<file path="config.mk">
export PLATFORM = sky130hd
export DESIGN_NAME = wdc_cell
export DESIGN_NICKNAME = d
export VERILOG_FILES = /design/src/rtl/wdc_pkg.sv /design/src/rtl/wdc_cell.sv
export SDC_FILE = /design/constraint.sdc
export NUM_CORES = 1
export LEC_CHECK = 0
export BUFFER_PORTS_ARGS = -buffer_cell sky130_fd_sc_hd__buf_2
export CAP_MARGIN = 20
export CORE_MARGIN = 2
export CORE_UTILIZATION = 50
export DETAILED_ROUTE_END_ITERATION = 10
export PLACE_DENSITY = 0.84
export SYNTH_ARGS = -nofsm -noshare
export SYNTH_HDL_FRONTEND = slang
export SYNTH_SLANG_ARGS = --single-unit
</file>
<file path="constraint.sdc">
create_clock -name i_clk -period 27.9 [get_ports i_clk]
set_input_delay 4.185 -clock i_clk [delete_from_list [all_inputs] [get_ports i_clk]]
set_output_delay 4.185 -clock i_clk [all_outputs]
set_load 0.05 [all_outputs]
</file>
<file path="src/rtl/wdc_pkg.sv">
// Shared sizes, codes and types for the word dictionary coder.
package wdc_pkg;

    localparam int DICT_ENTRIES = 256;
    localparam int MAX_WORD_LEN = 32;

    localparam int ENT_W   = $clog2(DICT_ENTRIES);
    localparam int CNT_W   = $clog2(DICT_ENTRIES + 1);
    localparam int LEN_W   = $clog2(MAX_WORD_LEN + 1);
    localparam int BUF_AW  = $clog2(MAX_WORD_LEN);
    localparam int NCHUNK  = (MAX_WORD_LEN + 7) / 8;
    localparam int CI_W    = (NCHUNK > 1) ? $clog2(NCHUNK) : 1;
    localparam int INDEX_W = 9;

    localparam logic [1:0] KIND_NEW  = 2'd0;
    localparam logic [1:0] KIND_REP  = 2'd1;
    localparam logic [1:0] KIND_BEND = 2'd2;
    localparam logic [1:0] KIND_FULL = 2'd3;

    localparam logic [7:0] CH_SPACE   = 8'd32;
    localparam logic [7:0] CH_NEWLINE = 8'd10;

    typedef logic [MAX_WORD_LEN-1:0][7:0] t_word;

    // Hit carried down the cell chain during a lookup.
    typedef struct packed {
        logic             hit;
        logic [CNT_W-1:0] idx;
    } t_link;

endpackage

</file>
<file path="src/rtl/wdc_cell.sv">
// One dictionary entry: stored word, length and a registered lookup stage.
module wdc_cell (
    input  logic                      i_clk,
    input  logic                      i_rst_n,
    input  logic [wdc_pkg::ENT_W-1:0] i_cell_idx,
    input  logic [wdc_pkg::CNT_W-1:0] i_entry_count,
    input  wdc_pkg::t_word            i_word,
    input  logic [wdc_pkg::LEN_W-1:0] i_word_len,
    input  logic                      i_wr_en,
    input  wdc_pkg::t_link            i_link,
    output wdc_pkg::t_link            o_link
);
    import wdc_pkg::*;

    t_word            r_text;
    logic [LEN_W-1:0] r_len;
    t_link            r_link;
    t_link            n_link;
    logic             w_valid;
    logic             w_match;
    logic             w_bytes_eq;

    assign w_valid = {1'b0, i_cell_idx} < i_entry_count;

    always_comb begin
        w_bytes_eq = 1'b1;
        for (int j = 0; j < MAX_WORD_LEN; j++) begin
            if (LEN_W'(j) < i_word_len && r_text[j] != i_word[j]) begin
                w_bytes_eq = 1'b0;
            end
        end
    end

    assign w_match = w_valid && (r_len == i_word_len) && w_bytes_eq;

    always_comb begin
        n_link = i_link;
        if (!i_link.hit && w_match) begin
            n_link.hit = 1'b1;
            n_link.idx = CNT_W'(i_cell_idx) + CNT_W'(1);
        end
    end

    always_ff @(posedge i_clk) begin
        if (i_wr_en && {1'b0, i_cell_idx} == i_entry_count) begin
            r_text <= i_word;
            r_len  <= i_word_len;
        end
    end

    always_ff @(posedge i_clk) begin
        if (!i_rst_n) begin
            r_link <= '0;
        end else begin
            r_link <= n_link;
        end
    end

    assign o_link = r_link;

endmodule

</file>
==> results of run 1 <==
## worst max path at each step
stage                     startpoint     endpoint  slack, ns  cells past startpoint
global placement       i_cell_idx[6]  r_text[168]      20.79                      6
detailed placement     i_cell_idx[7]  r_text[143]      20.74                      6
floorplan           i_entry_count[7]     r_len[0]       4.45                      4
finish                 i_cell_idx[6]  r_text[142]      21.28                      6
global route               i_word[0]    o_link[7]      21.07                      9
CTS                        i_word[0]    o_link[7]      21.27                      9
## layer usage
layer  vias to the layer above  global-route usage [%]
met4                         2                    5.80
met2                       281                    36.1
li1                       3507                       -
met5                         -                       0
met1                      3473                    25.3
met3                        42                    5.47
## layout make-up
| cell class | count | area (um^2) |
|---|---|---|
| flip-flops and latches | 272 | 8070 |
| well taps | 319 | 399 |
| fillers | 1746 | 8720 |
| diodes | 5 | 12.5 |
| clock inverters | 10 | 148 |
| clock buffers | 38 | 759 |
| multi-input cells | 474 | 3650 |
| repair buffers | 303 | 1530 |
| inverters | 9 | 33.8 |
## Yosys cell counts (2+ instances only)
cell / n / area [um^2]
sky130_fd_sc_hd__dfxtp_1: 10 / 200
sky130_fd_sc_hd__o21a_1: 4 / 30.0
sky130_fd_sc_hd__clkbuf_1: 8 / 30.0
sky130_fd_sc_hd__nand4_1: 55 / 344
sky130_fd_sc_hd__a31oi_1: 2 / 12.5
sky130_fd_sc_hd__nand3_1: 5 / 25.0
sky130_fd_sc_hd__o211a_1: 4 / 40.0
sky130_fd_sc_hd__nor2_1: 12 / 45.0
sky130_fd_sc_hd__and3_1: 2 / 12.5
sky130_fd_sc_hd__a21boi_0: 2 / 15.0
sky130_fd_sc_hd__ha_1: 9 / 113
sky130_fd_sc_hd__mux2i_1: 5 / 50.1
sky130_fd_sc_hd__edfxtp_1: 262 / 7870
sky130_fd_sc_hd__o22ai_1: 10 / 62.6
sky130_fd_sc_hd__nor3_1: 3 / 15.0
sky130_fd_sc_hd__o21ai_0: 11 / 55.1
sky130_fd_sc_hd__nand2_1: 27 / 101
sky130_fd_sc_hd__xnor2_1: 192 / 1680
sky130_fd_sc_hd__nor4_1: 23 / 144
sky130_fd_sc_hd__inv_1: 9 / 33.8
sky130_fd_sc_hd__a21oi_1: 8 / 40.0
sky130_fd_sc_hd__xor2_1: 76 / 666
sky130_fd_sc_hd__nor2b_1: 3 / 18.8
sky130_fd_sc_hd__o211ai_1: 2 / 15.0
## kinds of logic after synthesis
kind of cell               Yosys count
AOI/OAI and AO/OA                   53
buffers and inverters               19
and+or+nand+nor                    139
xor gates and xnor gates           268
DFF                                272
muxes                                5
adders and majority gates            9
## per-stage QoR
stage,hold slack [ns],instances,worst slack (ns),power (W),cell area [um^2]
2_1_floorplan,0.901,765,4.45,0.000486,11800
3_3_place_gp,1.03,1377,20.79,0.000521,13700
6_report,1.06,1430,21.28,0.000883,14600
3_5_place_dp,1.04,1377,20.74,0.000523,13700
4_1_cts,1.07,1425,21.27,0.000893,14600
5_1_grt,1.11,1429,21.07,0.000914,14600
## worst register-to-register path: stages (launching register included)
cell	delay (ns)
sky130_fd_sc_hd__edfxtp_1	0.39
sky130_fd_sc_hd__xnor2_1	0.18
sky130_fd_sc_hd__nand4_1	0.17
sky130_fd_sc_hd__nor4_1	0.84
sky130_fd_sc_hd__o211ai_1	0.15
sky130_fd_sc_hd__nor4_1	0.36
sky130_fd_sc_hd__o211a_1	0.30
sky130_fd_sc_hd__and3_1	0.48
sky130_fd_sc_hd__mux2i_1	0.25
## where the power goes
part           internal [W]  leakage (nW)  switching (W)
logic             0.0000314          2.33      0.0000333
clock network      0.000226         0.437       0.000143
registers          0.000449          2.44    0.000000595
total              0.000706          5.20       0.000177
## registers in the layout, indices dropped and copies added, names as in the netlist
signal  cells
r_text    256
o_link     10
r_len       6
==> metrics.txt, run 1 <==
# TYPE chip_impl_metric gauge
chip_impl_info{name="outcome",value="finished, final reports clean"} 1
chip_impl_metric{name="worst_voltage_drop_across_the_vdd_grid",unit="V"} 0.0000498
chip_impl_metric{name="slew_viols_final",unit=""} 0
chip_impl_info{name="layout.cells.most_common_list",value="sky130_fd_sc_hd__buf_2 (301), sky130_fd_sc_hd__edfxtp_1 (262), sky130_fd_sc_hd__xnor2_1 (192)"} 1
chip_impl_metric{name="power-per-cell-area",unit="nW/um^2"} 60.4
chip_impl_metric{name="final.min_clock_period",unit="ns"} 6.62
chip_impl_metric{name="drt-vias-per-instance",unit=""} 5.11
chip_impl_info{name="hold_path_end",value="o_link[2]"} 1
chip_impl_metric{name="detailed_place_hpwl",unit="um"} 19800
chip_impl_metric{name="first_pass_grt_wire_length",unit="um"} 39400
chip_impl_metric{name="timing.final.hold_violations",unit=""} 0
chip_impl_metric{name="mappedNetlistNets",unit=""} 1066
chip_impl_metric{name="yosys.area_share.simple",unit="%"} 6.59
chip_impl_metric{name="route.met2.wl",unit="um"} 13000
chip_impl_metric{name="cts_num_sinks",unit=""} 272
chip_impl_metric{name="yosys_warnings",unit=""} 0
chip_impl_metric{name="area_delta_synth_final",unit="%"} 23.8
chip_impl_metric{name="gpl.final_weighted_congestion",unit=""} 0.772
chip_impl_info{name="cp_max_delay_cell",value="sky130_fd_sc_hd__buf_4"} 1
chip_impl_info{name="end_of_the_worst_register_to_register_path",value="o_link[7]"} 1
chip_impl_metric{name="timing.clock.skew",unit="ns"} 0.0189
chip_impl_metric{name="timing.critical_path.slowest_cell_delay",unit="ns"} 0.86
chip_impl_metric{name="cts_hold_repair.buffers",unit=""} 0
chip_impl_metric{name="max_slew.worst_pin.slew",unit="ns"} 1.05
chip_impl_metric{name="synth_cell_type_count",unit=""} 45
chip_impl_info{name="topRoutingLayerUsed",value="met5"} 1
chip_impl_metric{name="grt_pass1_vias",unit=""} 7613
chip_impl_metric{name="syn_inst",unit=""} 765
chip_impl_metric{name="dieHeight",unit="um"} 158
chip_impl_metric{name="synth_mux_area_share",unit="%"} 0.424
chip_impl_metric{name="coreArea",unit="um^2"} 23300
chip_impl_metric{name="timing.hold.worst_path_depth",unit=""} 6
chip_impl_metric{name="synth_compound_gate_area_share",unit="%"} 3.08
chip_impl_metric{name="h_tree_depth",unit=""} 1
chip_impl_metric{name="antenna_violations_before_repair",unit=""} 5
chip_impl_info{name="worstSetupEndpointType",value="flop"} 1
chip_impl_info{name="crit_path_start_kind",value="input pin"} 1
chip_impl_metric{name="reg2reg_setup_slack",unit="ns"} 24.70
chip_impl_metric{name="drt-wirelength-per-cell",unit="um"} 18.4
chip_impl_info{name="synth_top_family_by_area",value="XOR/XNOR gates"} 1
chip_impl_info{name="most_common_library_cell_in_the_layout_ignoring_fill_and_taps",value="sky130_fd_sc_hd__buf_2"} 1
chip_impl_metric{name="m1WireLength",unit="um"} 10600
chip_impl_metric{name="syn_avg_cell_area",unit="um^2"} 15.4
chip_impl_info{name="crit_type",value="input pin to flop"} 1
chip_impl_info{name="critPathTopFamily",value="buffers and inverters"} 1
chip_impl_metric{name="timing.max_cap.violations",unit=""} 0
chip_impl_info{name="grt_setup_unrepaired",value="no"} 1
chip_impl_metric{name="cp.buffers_inverters",unit=""} 3
chip_impl_metric{name="critical_path_required",unit="ns"} 28.04
chip_impl_metric{name="dr_total_vias",unit=""} 7305
chip_impl_metric{name="io_buffer_count",unit=""} 301
chip_impl_metric{name="first_drt_iteration_drcs",unit=""} 432
chip_impl_metric{name="floorplan.rows",unit=""} 56
chip_impl_metric{name="dieArea",unit="um^2"} 24800
chip_impl_metric{name="met3WireLength",unit="um"} 2080
chip_impl_metric{name="finalCritPeriodShare",unit="%"} 23.7
chip_impl_info{name="worstPathCellList",value="buf_2, ha_1, nand4b_1, nor3_2, buf_12, buf_4"} 1
chip_impl_metric{name="drtAntennaViolNets",unit=""} 0
chip_impl_info{name="min_path_type",value="flop to flop"} 1
chip_impl_metric{name="groute.usage.overall",unit="%"} 20.6
chip_impl_metric{name="drt_drc_violations_left",unit=""} 0
chip_impl_metric{name="setup-tns-final",unit="ns"} 0
chip_impl_metric{name="drt_pass1_iterations",unit=""} 6
chip_impl_metric{name="cts_post_setup_buffers_inserted",unit=""} 0
chip_impl_metric{name="overall_routed_net_length",unit="um"} 26300
chip_impl_metric{name="nets",unit=""} 1389
chip_impl_metric{name="power_leakage",unit="nW"} 5.20
chip_impl_info{name="worst_hold_startpoint",value="r_text[212]"} 1
chip_impl_metric{name="reg2regPathDepth",unit=""} 8
chip_impl_metric{name="post_synth_fa_ha_maj_area_fraction",unit="%"} 0.955
chip_impl_metric{name="cts-buffers-inserted",unit=""} 28
chip_impl_metric{name="globalRouteOverflowTotal",unit=""} 0
chip_impl_metric{name="synth.yosys.seq_area_share",unit="%"} 68.4
chip_impl_metric{name="largest_net_degree_at_the_start_of_global_routing",unit=""} 191
chip_impl_metric{name="fmaxAchievable",unit="MHz"} 151
chip_impl_metric{name="dieWidth",unit="um"} 158
chip_impl_info{name="clk_root_buffer_cell",value="sky130_fd_sc_hd__clkbuf_16"} 1
chip_impl_metric{name="synth_xor_xnor_area_share",unit="%"} 19.9
chip_impl_metric{name="setup_viol_count_final",unit=""} 0
chip_impl_metric{name="worst_slew_margin_rel",unit="%"} 30.1
chip_impl_metric{name="ys_ff_latch",unit=""} 272
chip_impl_metric{name="fin_util",unit="%"} 62.6
chip_impl_metric{name="share_of_final_layout_standard_cells_stronger_than_drive_strength_1",unit="%"} 30.8
chip_impl_metric{name="worst-path-max-fanout",unit=""} 190
chip_impl_metric{name="synth-edff-count",unit=""} 262
chip_impl_info{name="tritoncts_clock_tree",value="yes"} 1
chip_impl_info{name="yosys_most_used_dff",value="sky130_fd_sc_hd__edfxtp_1"} 1
chip_impl_metric{name="clkTransAtPathRegs",unit="ns"} 0.06
chip_impl_metric{name="arrival",unit="ns"} 6.76
chip_impl_metric{name="synth_area",unit="um^2"} 11800
chip_impl_metric{name="worstSkewPairLatency",unit="ns"} 0.53
chip_impl_metric{name="floorplan.initialDensity",unit="%"} 50.6
chip_impl_metric{name="post_cts_resize_count",unit=""} 0
chip_impl_info{name="crit-reg2reg-launch",value="r_text[0]"} 1
chip_impl_metric{name="ctsLongestPathBuffers",unit=""} 3
chip_impl_metric{name="asyncSetResetFlopFracSynth",unit="%"} 0
chip_impl_metric{name="top_level_ports",unit=""} 302
No activity file was read; power rests on OpenSTA's default activity.
==> run 2: changes to the inputs <==
- ABC_AREA: default -> 1
- CORE_UTILIZATION: 50 -> 49
- PLACE_DENSITY: 0.84 -> 0.85
- clock period: 27.9 -> 5.67 ns (I/O delays scaled with it)
==> metrics.txt, run 2 <==
# TYPE chip_impl_metric gauge
chip_impl_metric{name="total_switching_power",unit="W"} 0.000931
chip_impl_metric{name="cts-buffers-inserted",unit=""} 29
chip_impl_info{name="layout.cells.most_common_list",value="sky130_fd_sc_hd__nand2_1 (352), sky130_fd_sc_hd__buf_2 (301), sky130_fd_sc_hd__edfxtp_1 (262)"} 1
chip_impl_info{name="grt_setup_unrepaired",value="no"} 1
chip_impl_metric{name="area_delta_synth_final",unit="%"} 22.1
chip_impl_info{name="crit_path_start_kind",value="input pin"} 1
chip_impl_metric{name="floorplan.initialDensity",unit="%"} 49.7
chip_impl_metric{name="clock_power_share",unit="%"} 40.5
chip_impl_info{name="crit-reg2reg-launch",value="r_text[15]"} 1
chip_impl_info{name="worstSetupEndpointType",value="flop"} 1
chip_impl_info{name="cp_max_delay_cell",value="sky130_fd_sc_hd__buf_12"} 1
chip_impl_metric{name="fmaxAchievable",unit="MHz"} 393
chip_impl_metric{name="timing.critical_path.slowest_cell_delay",unit="ns"} 0.56
chip_impl_metric{name="overall_routed_net_length",unit="um"} 29200
chip_impl_info{name="worst_hold_startpoint",value="i_word[215]"} 1
chip_impl_metric{name="post_cts_resize_count",unit=""} 0
chip_impl_metric{name="worstSkewPairLatency",unit="ns"} 0.55
chip_impl_info{name="tritoncts_clock_tree",value="yes"} 1
chip_impl_metric{name="drt-vias-per-instance",unit=""} 4.79
chip_impl_metric{name="globalRouteOverflowTotal",unit=""} 0
chip_impl_info{name="min_path_type",value="input pin to flop"} 1
chip_impl_metric{name="dieArea",unit="um^2"} 27700
chip_impl_metric{name="ys_ff_latch",unit=""} 272
chip_impl_info{name="top_register",value="r_text"} 1
chip_impl_metric{name="arrival",unit="ns"} 2.71
chip_impl_info{name="synth_top_area_cell",value="sky130_fd_sc_hd__edfxtp_1"} 1
chip_impl_metric{name="cts_num_sinks",unit=""} 272
chip_impl_metric{name="fillCellCount",unit=""} 2130
chip_impl_metric{name="p_int",unit="W"} 0.00339
chip_impl_metric{name="groute.usage.overall",unit="%"} 20.9
chip_impl_metric{name="syn_avg_cell_area",unit="um^2"} 10.9
chip_impl_metric{name="detailed_place_hpwl",unit="um"} 22500
chip_impl_metric{name="drtAntennaViolNets",unit=""} 0
chip_impl_metric{name="power-per-cell-area",unit="nW/um^2"} 274
chip_impl_metric{name="cp.buffers_inverters",unit=""} 3
chip_impl_metric{name="dr_total_vias",unit=""} 9005
chip_impl_metric{name="finalCritPeriodShare",unit="%"} 44.9
chip_impl_metric{name="antenna_violations_before_repair",unit=""} 8
chip_impl_metric{name="final.min_clock_period",unit="ns"} 2.54
chip_impl_info{name="synthMostInstantiatedCell",value="sky130_fd_sc_hd__nand2_1"} 1
chip_impl_metric{name="coreArea",unit="um^2"} 26000
chip_impl_metric{name="mappedNetlistNets",unit=""} 1492
chip_impl_metric{name="top_level_ports",unit=""} 302
chip_impl_metric{name="setup_viol_count_final",unit=""} 0
chip_impl_metric{name="clkTransAtPathRegs",unit="ns"} 0.06
chip_impl_metric{name="yosys_warnings",unit=""} 0
chip_impl_metric{name="io_buffer_count",unit=""} 301
chip_impl_metric{name="synth_area",unit="um^2"} 12900
chip_impl_metric{name="synth-edff-count",unit=""} 262
chip_impl_metric{name="largest_reg_flops",unit=""} 256
chip_impl_metric{name="share_of_final_layout_standard_cells_stronger_than_drive_strength_1",unit="%"} 24.3
chip_impl_metric{name="first_drt_iteration_drcs",unit=""} 575
chip_impl_metric{name="pwr-share-comb",unit="%"} 8.4
chip_impl_metric{name="critical_path_required",unit="ns"} 5.83
chip_impl_metric{name="timing.final.hold_violations",unit=""} 0
chip_impl_metric{name="max_slew.worst_pin.slew",unit="ns"} 0.978
chip_impl_info{name="critPathTopFamily",value="buffers and inverters"} 1
chip_impl_metric{name="fin_area",unit="um^2"} 15800
chip_impl_metric{name="detailed_place.area",unit="um^2"} 14900
chip_impl_metric{name="hold_ws",unit="ns"} 0.504
chip_impl_metric{name="synth_cell_type_count",unit=""} 32
chip_impl_metric{name="synth.yosys.seq_area_share",unit="%"} 62.4
chip_impl_metric{name="p_seq_share",unit="%"} 51.1
chip_impl_metric{name="cts_post_setup_buffers_inserted",unit=""} 0
chip_impl_metric{name="h_tree_depth",unit=""} 1
chip_impl_metric{name="largest_net_degree_at_the_start_of_global_routing",unit=""} 165
chip_impl_metric{name="drt_pass1_iterations",unit=""} 5
chip_impl_metric{name="gpl.final_weighted_congestion",unit=""} 0.889
chip_impl_metric{name="floorplan.rows",unit=""} 59
chip_impl_metric{name="asyncSetResetFlopFracSynth",unit="%"} 0
chip_impl_metric{name="worst_voltage_drop_across_the_vdd_grid",unit="V"} 0.000234
chip_impl_metric{name="switching_share",unit="%"} 21.5
chip_impl_info{name="clk_root_buffer_cell",value="sky130_fd_sc_hd__clkbuf_16"} 1
chip_impl_info{name="yosys_most_used_dff",value="sky130_fd_sc_hd__edfxtp_1"} 1
chip_impl_metric{name="syn_inst",unit=""} 1191
chip_impl_metric{name="worst_slew_margin_rel",unit="%"} 34.8
chip_impl_metric{name="cts_hold_repair.buffers",unit=""} 0
chip_impl_metric{name="timing.clock.skew",unit="ns"} 0.0122
chip_impl_info{name="crit_type",value="input pin to flop"} 1
chip_impl_info{name="most_common_library_cell_in_the_layout_ignoring_fill_and_taps",value="sky130_fd_sc_hd__nand2_1"} 1
chip_impl_metric{name="grt_pass1_vias",unit=""} 9530
chip_impl_info{name="critPathLaunch",value="i_cell_idx[0]"} 1
chip_impl_metric{name="first_pass_grt_wire_length",unit="um"} 46500
chip_impl_info{name="synth.cells.most_frequent",value="sky130_fd_sc_hd__nand2_1 (352), sky130_fd_sc_hd__edfxtp_1 (262), sky130_fd_sc_hd__xnor2_1 (193), sky130_fd_sc_hd__inv_1 (126), sky130_fd_sc_hd__nor2_1 (117)"} 1
chip_impl_metric{name="slew_viols_final",unit=""} 0
chip_impl_info{name="outcome",value="finished, final reports clean"} 1
chip_impl_metric{name="synth_top_cell_area_share",unit="%"} 60.9
chip_impl_metric{name="dieWidth",unit="um"} 166
chip_impl_info{name="yosys-top-cells-area",value="sky130_fd_sc_hd__edfxtp_1 (61%), sky130_fd_sc_hd__xnor2_1 (13%), sky130_fd_sc_hd__nand2_1 (10%), sky130_fd_sc_hd__inv_1 (3.7%), sky130_fd_sc_hd__nor2_1 (3.4%)"} 1
chip_impl_metric{name="power_leakage",unit="nW"} 6.55
chip_impl_metric{name="worst-path-max-fanout",unit=""} 164
chip_impl_info{name="worstPathCellList",value="buf_2, inv_8, ha_4, nand4_1, nor4_4, buf_12"} 1
chip_impl_metric{name="drt_drc_violations_left",unit=""} 0
chip_impl_metric{name="drt-wirelength-per-cell",unit="um"} 15.5
chip_impl_metric{name="nets",unit=""} 1821
chip_impl_metric{name="timing.max_cap.violations",unit=""} 0
chip_impl_metric{name="dieHeight",unit="um"} 166
chip_impl_metric{name="ctsLongestPathBuffers",unit=""} 3
[run 2: changes by cell type after synthesis, moves of 20 or more]
cell and change:
sky130_fd_sc_hd__inv_1 +117, sky130_fd_sc_hd__nand2_1 +325, sky130_fd_sc_hd__nand3_1 +20, sky130_fd_sc_hd__nand4_1 -46, sky130_fd_sc_hd__nor2_1 +105, sky130_fd_sc_hd__nor4_1 -22, sky130_fd_sc_hd__xor2_1 -49
[run 2: power groups by stage]
| stage | Sequential (W) | Clock (W) | Combinational [W] |
|---|---|---|---|
| finish | 0.00221 | 0.00175 | 0.000361 |
| global route | 0.00221 | 0.00187 | 0.000403 |
| detailed placement | 0.00225 | 0 | 0.000361 |
| floorplan | 0.00227 | 0 | 0.000161 |
| global placement | 0.00225 | 0 | 0.000345 |
| CTS | 0.00221 | 0.00180 | 0.000364 |
[run 2: per-layer routing]
layer	routed length [um]	GRT usage [%]
met1	11500	24.5
met2	14700	37.4
met3	1740	4.54
met4	1210	8.25
met5	13	0
[run 2: logic make-up (layout without fill, tap and decap cells)]
logic type                 Yosys count  count (layout)  synth area share (%)
and+or+nand+nor                    521             521                  16.0
xor gates and xnor gates           220             220                  14.9
other                                0               7                     0
AOI/OAI and AO/OA                   34              34                  1.62
adders and majority gates            9               9                 0.871
buffers and inverters              135             481                  4.14
DFF                                272             272                  62.4
[run 2: stage by stage]
step / total power, W / worst slack, ns / utilization, % / setup TNS, ns / instances
3_5_place_dp: 0.00261 / 2.63 / 57.3 / 0 / 1824
2_1_floorplan: 0.00243 / -4.39 / - / -1150.13 / 1191
4_1_cts: 0.00438 / 3.20 / 60.7 / 0 / 1872
6_report: 0.00433 / 3.13 / 60.7 / 0 / 1879
5_1_grt: 0.00449 / 3.04 / 60.7 / 0 / 1879
3_3_place_gp: 0.00260 / 2.66 / 57.3 / 0 / 1824
[run 2: final timing paths]
check | endpoint | slack [ns] | cells past startpoint
min | r_text[215] | 0.50 | 1
max | r_text[224] | 3.13 | 6
min reg2reg | o_link[3] | 1.15 | 11
max reg2reg | o_link[8] | 3.52 | 14
[run 2: worst reg2reg max path, cell delays in order (launching register included)]
cell,delay [ns]
sky130_fd_sc_hd__edfxtp_1,0.38
sky130_fd_sc_hd__nor2_1,0.11
sky130_fd_sc_hd__nor2_1,0.06
sky130_fd_sc_hd__nor2_1,0.10
sky130_fd_sc_hd__nand2_1,0.06
sky130_fd_sc_hd__nor2_1,0.18
sky130_fd_sc_hd__nand2_1,0.12
sky130_fd_sc_hd__nor2_1,0.12
sky130_fd_sc_hd__nand3_1,0.08
sky130_fd_sc_hd__nand2_1,0.08
sky130_fd_sc_hd__nand2_1,0.12
sky130_fd_sc_hd__nor2_8,0.31
sky130_fd_sc_hd__nand3_1,0.13
sky130_fd_sc_hd__nand2_1,0.11
sky130_fd_sc_hd__nor2_1,0.05
[run 2: area by class of cell]
class | instances | area, um^2 | share of cell area, %
diodes | 7 | 17.5 | 0.111
clock buffers | 39 | 795 | 5.03
clock inverters | 9 | 78.8 | 0.499
inverters | 130 | 498 | 3.15
multi-input cells | 784 | 4360 | 27.6
flip-flops and latches | 272 | 8070 | 51.1
well taps | 335 | 419 | 2.66
repair buffers | 303 | 1550 | 9.80
